[src/hdl/ecd_pkg.sv]
// shared types and constants of the embedding cosine distance block
// no dependencies; compiled first
`timescale 1ns / 1ps
`default_nettype none

package ecd_pkg;

  localparam int ELEM_W   = 16;
  localparam int DIST_W   = 16;
  // sums hold up to 4096 squares of 2^30
  localparam int ACC_W    = 48;
  localparam int PART_W   = ACC_W / 2;
  localparam int PROD_W   = 2 * ACC_W;
  localparam int REM_W    = PROD_W + 1;
  localparam int QUOT_W   = 33;
  localparam int SQ_SRC_W = QUOT_W + 1;
  localparam int ROOT_W   = SQ_SRC_W / 2;
  localparam int SQ_REM_W = ROOT_W + 2;

  localparam int MUL_STEPS  = 8;
  localparam int DIV_STEPS  = QUOT_W;
  localparam int SQRT_STEPS = ROOT_W;
  localparam int STEP_W     = 6;

  localparam logic [DIST_W:0]   ONE_Q15         = 17'd32768;
  localparam logic [DIST_W-1:0] NEUTRAL_DEFAULT = 16'd16384;

  typedef enum logic [1:0] {
    RES_NEUTRAL,
    RES_ONE,
    RES_SIM
  } res_sel_t;

  typedef struct packed {
    logic     clear;
    logic     mul_init;
    logic     mul_en;
    logic     mul_src;
    logic [1:0] mul_part;
    logic     div_init;
    logic     div_step;
    logic     sqrt_init;
    logic     sqrt_step;
    logic     load;
    res_sel_t res_sel;
  } ecd_cmd_t;

  typedef struct packed {
    logic bad_seen;
    logic track_zero;
    logic detect_zero;
    logic dot_pos;
    logic out_busy;
  } ecd_status_t;

endpackage

`default_nettype wire

[src/hdl/ecd_controller.sv]
// sequencer: accumulate, decide, run products, divider and root, hand off the result
// depends on ecd_pkg; drives ecd_datapath
`timescale 1ns / 1ps
`default_nettype none

module ecd_controller
  import ecd_pkg::*;
(
  input  logic        clk,
  input  logic        rst,
  input  logic        in_valid,
  input  logic        in_last,
  output logic        in_ready,
  input  ecd_status_t status,
  output ecd_cmd_t    cmd
);

  typedef enum logic [3:0] {
    ST_ACCUM,
    ST_DRAIN,
    ST_DECIDE,
    ST_MUL,
    ST_MUL_TAIL,
    ST_DIV_INIT,
    ST_DIV,
    ST_SQRT_INIT,
    ST_SQRT,
    ST_DONE
  } state_t;

  state_t            state;
  logic [STEP_W-1:0] step;
  res_sel_t          res_sel;

  always_ff @(posedge clk) begin
    if (rst) begin
      state   <= ST_ACCUM;
      step    <= '0;
      res_sel <= RES_NEUTRAL;
    end else begin
      case (state)
        ST_ACCUM: begin
          if (in_valid && in_last) begin
            state <= ST_DRAIN;
          end
        end
        ST_DRAIN: begin
          state <= ST_DECIDE;
        end
        ST_DECIDE: begin
          step <= '0;
          if (status.bad_seen || status.track_zero || status.detect_zero) begin
            res_sel <= RES_NEUTRAL;
            state   <= ST_DONE;
          end else if (!status.dot_pos) begin
            res_sel <= RES_ONE;
            state   <= ST_DONE;
          end else begin
            res_sel <= RES_SIM;
            state   <= ST_MUL;
          end
        end
        ST_MUL: begin
          if (step == STEP_W'(MUL_STEPS - 1)) begin
            step  <= '0;
            state <= ST_MUL_TAIL;
          end else begin
            step <= step + 1'b1;
          end
        end
        ST_MUL_TAIL: begin
          state <= ST_DIV_INIT;
        end
        ST_DIV_INIT: begin
          step  <= '0;
          state <= ST_DIV;
        end
        ST_DIV: begin
          if (step == STEP_W'(DIV_STEPS - 1)) begin
            step  <= '0;
            state <= ST_SQRT_INIT;
          end else begin
            step <= step + 1'b1;
          end
        end
        ST_SQRT_INIT: begin
          step  <= '0;
          state <= ST_SQRT;
        end
        ST_SQRT: begin
          if (step == STEP_W'(SQRT_STEPS - 1)) begin
            step  <= '0;
            state <= ST_DONE;
          end else begin
            step <= step + 1'b1;
          end
        end
        ST_DONE: begin
          if (!status.out_busy) begin
            state <= ST_ACCUM;
          end
        end
        default: begin
          state <= ST_ACCUM;
        end
      endcase
    end
  end

  assign in_ready = (state == ST_ACCUM);

  always_comb begin
    cmd           = '0;
    cmd.res_sel   = res_sel;
    cmd.mul_init  = (state == ST_DECIDE);
    cmd.mul_en    = (state == ST_MUL);
    // norm product first, then the squared dot
    cmd.mul_src   = step[2];
    cmd.mul_part  = step[1:0];
    cmd.div_init  = (state == ST_DIV_INIT);
    cmd.div_step  = (state == ST_DIV);
    cmd.sqrt_init = (state == ST_SQRT_INIT);
    cmd.sqrt_step = (state == ST_SQRT);
    cmd.load      = (state == ST_DONE) && !status.out_busy;
    cmd.clear     = cmd.load;
  end

  a_last_stops : assert property (@(posedge clk) disable iff (rst)
    (in_valid && in_ready && in_last) |=> !in_ready)
    else $error("input still open after the last pair");

endmodule

`default_nettype wire
[config.mk]
export PLATFORM = sky130hd
export DESIGN_NAME = ecd_controller
export DESIGN_NICKNAME = d
export VERILOG_FILES = /design/src/hdl/ecd_pkg.sv /design/src/hdl/ecd_controller.sv
export SDC_FILE = /design/constraint.sdc
export NUM_CORES = 1
export LEC_CHECK = 0
export BUFFER_PORTS_ARGS = -buffer_cell sky130_fd_sc_hd__buf_2
export CORE_UTILIZATION = 46
export DETAILED_ROUTE_END_ITERATION = 10
export PLACE_DENSITY = 0.76
export SLEW_MARGIN = 20
export SYNTH_ARGS = -nofsm -noshare
export SYNTH_HDL_FRONTEND = slang
export SYNTH_SLANG_ARGS = --single-unit
[constraint.sdc]
create_clock -name clk -period 2.35 [get_ports clk]
set_input_delay 0.47 -clock clk [delete_from_list [all_inputs] [get_ports clk]]
set_output_delay 0.47 -clock clk [all_outputs]
set_load 0.005 [all_outputs]
Word level (Yosys, flattened, before mapping) --
Cells that the tools add are included.
Storage, ports and cells: register bits after elaboration 12, input bits 9, output and inout port bits 14, word-level logic and storage cells 44
Cells by class: add/subtract/negate cells 1, equal/unequal tests 17, muxes and demuxes 14, reductions and logical operators 9
Operators by type and width (count):
- $pmux W4 S10 | 1
- $mux W4 | 7
- $pmux W6 S4 | 1
- $mux W6 | 3
- $eq A4 B3 Y1 const B | 4
- $eq A4 B2 Y1 const B | 2
- $eq A4 B4 Y1 const B | 2
- $ne A2 B1 Y1 const B | 4
- $add A6 B1 Y6 const B | 1
- $eq A6 B3 Y1 const B | 1
- $eq A6 B5 Y1 const B | 1
- $eq A6 B6 Y1 const B | 1
- $reduce_and A5 Y1 | 1
- $eq A4 B1 Y1 const B | 1
- $logic_not A4 Y1 | 1
- $mux W2 | 2
- $reduce_bool A4 Y1 | 1
- $reduce_or A3 Y1 | 1
- $logic_and A1 B1 Y1 | 2
- $logic_or A1 B1 Y1 | 2
- $ne A2 B2 Y1 const B | 1
- $logic_not A1 Y1 | 1

Logic depth before layout (Yosys ltp) --
Gate-level depths: netlist of the first run.
depth after elaboration 4, depth in mapped cells 6, gate-level depth less buffers 6

Worst setup path before layout of the first run --
Ideal clock, no wire load.
path kind flip-flop to flip-flop, start register step[0], end register state[3], setup time 0.079 ns, arrival 1.614 ns, data required time 2.271 ns, path slack 0.657 ns, stages on the path, launching flop included 7, buffers on the path 0, clock period less this slack 1.693 ns, path through dfxtp_1 -> inv_1 -> ha_1 -> nor2b_1 -> a311oi_1 -> nor4b_2 -> a211oi_2
On the way: longest elaborated chain between the ends 3, elaborated cells between the ends (all ways) 7, those cells by class eq/ne (6); reduce/logical (1)
Ends and longest elaborated chain:
- from (decl) | RTL line ecd_controller.sv:32 | logic [STEP_W-1:0] step;
- from (signal assigned) | RTL line ecd_controller.sv:68 | step <= step + 1'b1;
- from (signal assigned) | RTL line ecd_controller.sv:83 | step <= step + 1'b1;
- from (signal assigned) | RTL line ecd_controller.sv:95 | step <= step + 1'b1;
- $eq A6 B3 Y1, or another cell as far along | RTL line ecd_controller.sv:64 | if (step == STEP_W'(MUL_STEPS - 1)) begin
- $ne A2 B1 Y1 (no source line)
- $reduce_and A5 Y1 (no source line) (*)
- to (signal assigned) | RTL line ecd_controller.sv:60 | state <= ST_MUL;
- to (signal assigned) | RTL line ecd_controller.sv:66 | state <= ST_MUL_TAIL;
- to (signal assigned) | RTL line ecd_controller.sv:72 | state <= ST_DIV_INIT;
- to (decl) | RTL line ecd_controller.sv:31 | state_t state;
Mark *: on every way between the ends. The rest lies on a longest branch, timed or not. A chain may end at the register's enable or synchronous reset.

==> metrics, run 1 <==
WS Path Type=reg2out; Seq. cell area=240 um^2; average wire per standard cell=12.7 um; R2R Path Start=state[3]; Post-Synthesis Cell Area=887 um^2; Sink Count=12; Final Critical Period=2160 ps; max-cap violations=0; Distinct cells, synth=46; Hold Path Sink=res_sel[1]; clock latency on the worst-skew pair=280 ps; delay-heaviest family, CP=flip-flops; setup TNS=0 ps; Slew Limit Fails=0; hold buffers post-CTS=0; RR Endpoint=step[4]; CORE AREA=1760 um^2; top-count cell post-synth=dfxtp_1; Hold Crit Class=in2reg; Crit path arrival time=1690 ps; FP Rows=15; outcome=finished clean; Main synth FF type=dfxtp_1; placed cell area=982 um^2; synth top area cells=dfxtp_1 27%, mux2i_1 5.6%, buf_4 3.4%, nor4b_2 3.4%, inv_1 3.0%; design area=1000 um^2; top post-synthesis cells by count=12 x dfxtp_1, 7 x inv_1, 7 x nor2_1, 5 x mux2i_1, 5 x nand2_1; Inserted Clock Buffers=3; Clock Tree Buf Depth=2; Leakage Power=0.417 nW; Detailed Routing Iterations Pass 1=4; IO Port Bufs=22; CP startpoint kind=flop; total power=0.000779 W; fmax=464 MHz; Fillers=171; measured slew at the worst slew-check pin=648 ps; area leader, netlist=dfxtp_1; WHS Path Cells=2; num ports=23; Starting DRT DRC Count=15; Die X=45.9 um; post-CTS setup buffers=0; post-synthesis instance total=101; Yosys warnings=0; Net Count, Synth=112; CP Capture Type=primary output; Fin. Hold Viols=0; P&R area growth vs syn=13.3%; Critical Path Fanout Max=16; Routed Antenna Nets=0; asr flop ratio synth=0%; Mean Syn Cell Area=8.78 um^2; required time worst endpoint=1880 ps; flop2flop setup slack=490 ps; Setup violations, final=0; Post-route DRC=0; hold_sp=rst; Synth top area share=27.1%; Final Skew=0.818 ps; initial antenna violation count=0; Clock transition at path regs=80 ps; post-CTS sizing=0; # diodes=0; fin crit share=91.7%; H-tree depth=1; RSZ-0062 raised after global routing=false; final worst slack=195 ps; largest net degree at the start of global routing=17; Max rail drop VDD=396 uV; vias in the first global route=672; slowest stage cell, crit path=dfxtp_1; vias per cell=5.66; routed vias=809; nets@finish=131; Reg2Reg Depth=4; Worst Path Buf+Inv=2; pre-CTS setup slack=488 ps; Seq cells post-synth=12; CTS tree=done; power density over cell area=776 nW/um^2; GRT overflow=0; Final GP Congestion=0.762; root buffer cell=clkbuf_4; relative slew slack=56.2%; total track usage=19.8%; detailed-placement wirelength estimate=1.36 mm; die height=45.9 um; die area=2110 um^2; CP peak stage delay=620 ps; crit-path cells=or4bb_1 -> inv_1 -> buf_2; EDFF count, synth=0; multi-input logic area=567 um^2; share of cells above drive strength 1=32.2%; drt total wl=1.81 mm; Initial Util=50.3%; first-pass GRT wire length=2.89 mm; register area share after synthesis=27.1%
-- how the worst max path moves through the flow --
stage,to,depth (start not counted),slack (ps),from
detailed placement,state[3],6,490,step[0]
finish,cmd[10],3,190,state[0]
floorplan,state[3],6,660,step[0]
global route,cmd[3],3,110,state[3]
global placement,cmd[10],3,530,state[0]
CTS,cmd[3],3,210,state[3]
-- cell usage in the layout (no fill, tap or decap), types with 2 or more instances in the layout --
master / n
mux2i_1: 5
nand2b_1: 3
nand2_1: 5
xnor2_1: 2
ha_1: 2
nor2_1: 7
or3_1: 3
dfxtp_1: 12
nor4b_2: 2
nor4_1: 3
a21oi_1: 4
clkbuf_4: 3
inv_1: 7
o21ai_0: 4
nor2b_1: 2
buf_2: 22
nand3_1: 2
nor3_1: 2
-- final cells by class --
class	instances	share of cell area, %
multi-input cells	73	56.4
flip-flops and latches	12	23.9
repair buffers	23	11.7
clock buffers	3	2.24
inverters	7	2.62
well taps	25	3.11
-- sequential cells by signal, indices dropped and copies added, names as in the netlist --
| name | count |
|---|---|
| res_sel | 2 |
| state | 4 |
| step | 6 |
-- per-layer routing --
| layer | part of all wire [%] | global-route usage (%) | vias up |
|---|---|---|---|
| li1 | - | - | 404 |
| met1 | 49 | 24.6 | 378 |
| met2 | 45 | 30.1 | 23 |
| met3 | 4.0 | 4.76 | 4 |
| met4 | 2.3 | 12.4 | 0 |
| met5 | 0 | 0 | - |
-- metrics by stage --
stage | hold WS (ps) | utilization, % | cells
after floorplan | 485 | - | 101
after global placement | 472 | 55.7 | 140
after detailed placement | 483 | 55.7 | 140
after CTS | 466 | 57.0 | 143
after global routing | 479 | 57.0 | 143
final | 469 | 57.0 | 143
-- cells by family after synthesis --
group / share of synthesized area (%)
and+or+nand+nor: 32.2
AOI/OAI and AO/OA: 20.3
buffers and inverters: 9.03
adders and majority gates: 2.82
DFF: 27.1
xor gates and xnor gates: 2.96
muxes: 5.64
-- power by group --
group	internal [W]	switching (W)	total, W
Clock	0.0000595	0.0000728	0.000132
Combinational	0.000187	0.000158	0.000344
Sequential	0.000232	0.0000711	0.000303
(Power assumes the default switching activity.)
==> run 2, diff against run 1 <==
clock period = 2.01 ns   (was 2.35 ns; I/O delays follow)
==> metrics, run 2 (synthesis results as in run 1) <==
setup TNS=0 ps; Starting DRT DRC Count=14; max-cap violations=0; Initial Util=50.3%; Sink Count=12; met2 Resource Use GR=35.2%; Reg2Reg Depth=6; R2R Path Start=step[0]; Max rail drop VDD=485 uV; Cell Count Post-Placement=141; CP Capture Type=primary output; Final Non-Filler Cells=145; Slew Limit Fails=0; Fin. Hold Viols=0; commonest non-fill, non-tap cell in the layout=buf_2; WHS Path Cells=2; Routed Antenna Nets=0; Final Critical Period=1910 ps; total track usage=20.8%; routed vias=842; clock latency on the worst-skew pair=280 ps; nets@finish=132; Worst Setup SP=state[0]; fin crit share=95.2%; Setup violations, final=0; num ports=23; # diodes=0; Clock transition at path regs=90 ps; Crit path arrival time=1510 ps; vias per cell=5.81; WS Path Type=reg2out; Detailed Routing Iterations Pass 1=3; total power=0.000984 W; hold buffers post-CTS=0; drt total wl=1.92 mm; Top reg by flops=step; die area=2110 um^2; detailed-placement wirelength estimate=1.44 mm; Inserted Clock Buffers=3; biggest registers after layout=step (6), state (4), res_sel (2); post-layout util=58.9%; GR Util met3=4.76%; IO Port Bufs=22; first-pass GRT wire length=3.11 mm; P&R area growth vs syn=17.1%; initial antenna violation count=0; Clock Tree Buf Depth=2; max reg flops=6; Leakage Power=0.431 nW; relative slew slack=64.2%; post-CTS setup buffers=0; Hold Crit Class=in2reg; Die X=45.9 um; Most Used Layer, Global Route=met2; CP startpoint kind=flop; largest net degree at the start of global routing=17; required time worst endpoint=1610 ps; FP Rows=15; die height=45.9 um; measured slew at the worst slew-check pin=530 ps; hold_sp=rst; vias in the first global route=734; Critical Path Fanout Max=16; Final GP Congestion=0.745; share of cells above drive strength 1=36.7%; average wire per standard cell=13.3 um; fmax=522 MHz; Fillers=177; root buffer cell=clkbuf_4; CORE AREA=1760 um^2; Post-route DRC=0; Final Skew=8.71 ps; most frequent cells in the layout=22 x buf_2, 9 x dfxtp_1, 7 x inv_1, 7 x nor2_1; power density over cell area=947 nW/um^2; met1 Use GR=24.9%; outcome=finished clean; H-tree depth=1; pre-CTS setup slack=159 ps; RSZ-0062 raised after global routing=false; CTS tree=done; GRT overflow=0; final worst slack=95.7 ps
## run 2: worst max-delay path, stage by stage, from the launching register on
cell and delay [ps]:
dfxtp_4 410, or4b_4 590, inv_1 110, buf_2 120
## run 2: metrics by stage
step / area (um^2) / hold slack [ps]
6_report: 1040 / 398
2_1_floorplan: 887 / 485
3_3_place_gp: 990 / 472
3_5_place_dp: 990 / 481
4_1_cts: 1030 / 397
5_1_grt: 1040 / 398
## run 2: power by group
part	internal, W	total (W)	switching (W)
Clock	0.000110	0.000201	0.0000908
Combinational	0.000224	0.000427	0.000203
Sequential	0.000278	0.000356	0.0000779
## run 2: worst paths after layout
| check | end | slack [ps] |
|---|---|---|
| worst min register to register | res_sel[0] | 500 |
| worst min-delay path | res_sel[0] | 400 |
| worst max register to register | state[0] | 210 |
| worst max-delay path | cmd[3] | 100 |
## run 2: layer usage
metal  share of wire [%]  wire length (um)
met5                   0                 0
met1                  45               865
met2                  49               949
met3                 4.0                77
met4                 1.5                29
## run 2: area by class of cell
cell class	instances	area (um^2)	area share, %
multi-input combinational	73	573	55.2
sequential	12	246	23.7
timing repair buffer	24	125	12.0
clock buffer	4	36.3	3.49
tap	25	31.3	3.01
inverter	7	26.3	2.53
## run 2: timing repair
action                                  4_1_cts  5_1_grt
hold endpoints to repair                      0        0
resized for setup                             1        4
endpoints found under the setup margin        2        9
==> run 3, diff against run 2 <==
BUFFER_PORTS_ARGS = not set   (was -buffer_cell sky130_fd_sc_hd__buf_2)
DONT_BUFFER_PORTS = 1   (was not set)
PLACE_DENSITY = 0.66   (was 0.76)
REMOVE_ABC_BUFFERS = 1   (was not set)
==> metrics, run 3 (synthesis results as in run 1) <==
RR Endpoint=step[5]; relative slew slack=58.3%; WS Path Type=reg2out; Hold Crit Class=in2reg; P&R area growth vs syn=5.08%; Max rail drop VDD=433 uV; routed vias=748; Hold Path Sink=step[1]; Clock transition at path regs=90 ps; measured slew at the worst slew-check pin=616 ps; biggest registers after layout=step (6), state (4), res_sel (2); first-pass GRT wire length=2.86 mm; num ports=23; CP peak stage delay=590 ps; pre-CTS setup slack=200 ps; hold buffers post-CTS=0; outcome=finished clean; share of cells above drive strength 1=21.0%; Post-route DRC=0; average wire per standard cell=14.4 um; Starting DRT DRC Count=12; vias per cell=5.98; Top reg by flops=step; power density over cell area=1010 nW/um^2; most frequent cells in the layout=11 x dfxtp_1, 7 x inv_1, 7 x nor2_1; CTS tree=done; FP Rows=15; initial antenna violation count=0; Critical Path Fanout Max=14; Setup violations, final=0; Reg2Reg Depth=7; Worst Setup SP=state[2]; die area=2110 um^2; R2R Path Start=step[1]; clock latency on the worst-skew pair=270 ps; Initial Util=50.3%; fin crit share=92.6%; detailed-placement wirelength estimate=1.34 mm; commonest non-fill, non-tap cell in the layout=dfxtp_1; Detailed Routing Iterations Pass 1=4; root buffer cell=clkbuf_4; WHS Path Cells=1; final worst slack=149 ps; setup TNS=0 ps; total track usage=18.8%; hold_sp=rst; GRT overflow=0; vias in the first global route=593; H-tree depth=1; max reg flops=6; post-CTS setup buffers=0; Final Critical Period=1860 ps; largest net degree at the start of global routing=17; flop2flop setup slack=170 ps; Inserted Clock Buffers=3; Final GP Congestion=0.822; Routed Antenna Nets=0; Final Skew=6.14 ps; Slew Limit Fails=0; drt total wl=1.80 mm; fmax=537 MHz; nets@finish=112; # diodes=0; Clock Tree Buf Depth=2; Crit path arrival time=1460 ps; CORE AREA=1760 um^2; required time worst endpoint=1610 ps; CP startpoint kind=flop; crit-path cells=or4b_4 -> inv_1; RSZ-0062 raised after global routing=false; Die X=45.9 um; slowest stage cell, crit path=or4b_4; Sink Count=12; CP Capture Type=primary output; die height=45.9 um; Leakage Power=0.334 nW; Fin. Hold Viols=0; max-cap violations=0; IO Port Bufs=0
==> run 3: final cells by class <==
class                           count  area (um^2)
Clock buffer                        4         36.3
Timing Repair Buffer                4         30.0
Sequential cell                    12          241
Multi-Input combinational cell     73          567
Tap cell                           25         31.3
Fill cell                         178          832
Inverter                            7         26.3
==> run 3: per-layer routing <==
metal,GRT usage (%),share of wire [%],up-vias
met3,3.57,6.5,2
met5,0,0,-
met2,25.4,44,25
met1,28.6,49,355
met4,7.06,0.50,0
li1,-,-,366
==> run 3: power breakdown <==
group	leakage, nW	internal, W	total (W)	switching, W
Combinational	0.215	0.000204	0.000404	0.000199
Clock	0.0210	0.000110	0.000200	0.0000896
Sequential	0.0974	0.000273	0.000341	0.0000685
Total	0.334	0.000587	0.000945	0.000357
==> run 3: what timing repair did <==
item | 4_1_cts | 5_1_grt
resized for setup | 0 | 1
endpoints found under the setup margin | 0 | 3
hold endpoints to repair | 0 | 0
==> run 3: metrics by stage <==
stage          hold WS, ps  cell area (um^2)  total power [W]  utilization (%)  cells
6_report               182               932         0.000945             52.8    125
5_1_grt                174               932          0.00101             52.8    125
4_1_cts                180               931         0.000946             52.8    125
3_5_place_dp           477               895         0.000745             50.7    121
3_3_place_gp           476               895         0.000737             50.7    121
2_1_floorplan          474               833         0.000645                -     92
==> run 3: how the worst max path moves through the flow <==
stage                     to  cells after the start
finish                cmd[3]                      2
global route        state[0]                      6
CTS                  cmd[10]                      2
detailed placement   step[5]                      7
global placement    state[3]                      4
floorplan           state[3]                      6
==> run 3: worst max-delay path: cells and delay by family, from the launching register on <==
family / cells / cell delay [ps]
buffers and inverters: 1 / 130
DFF: 1 / 460
and+or+nand+nor: 1 / 590
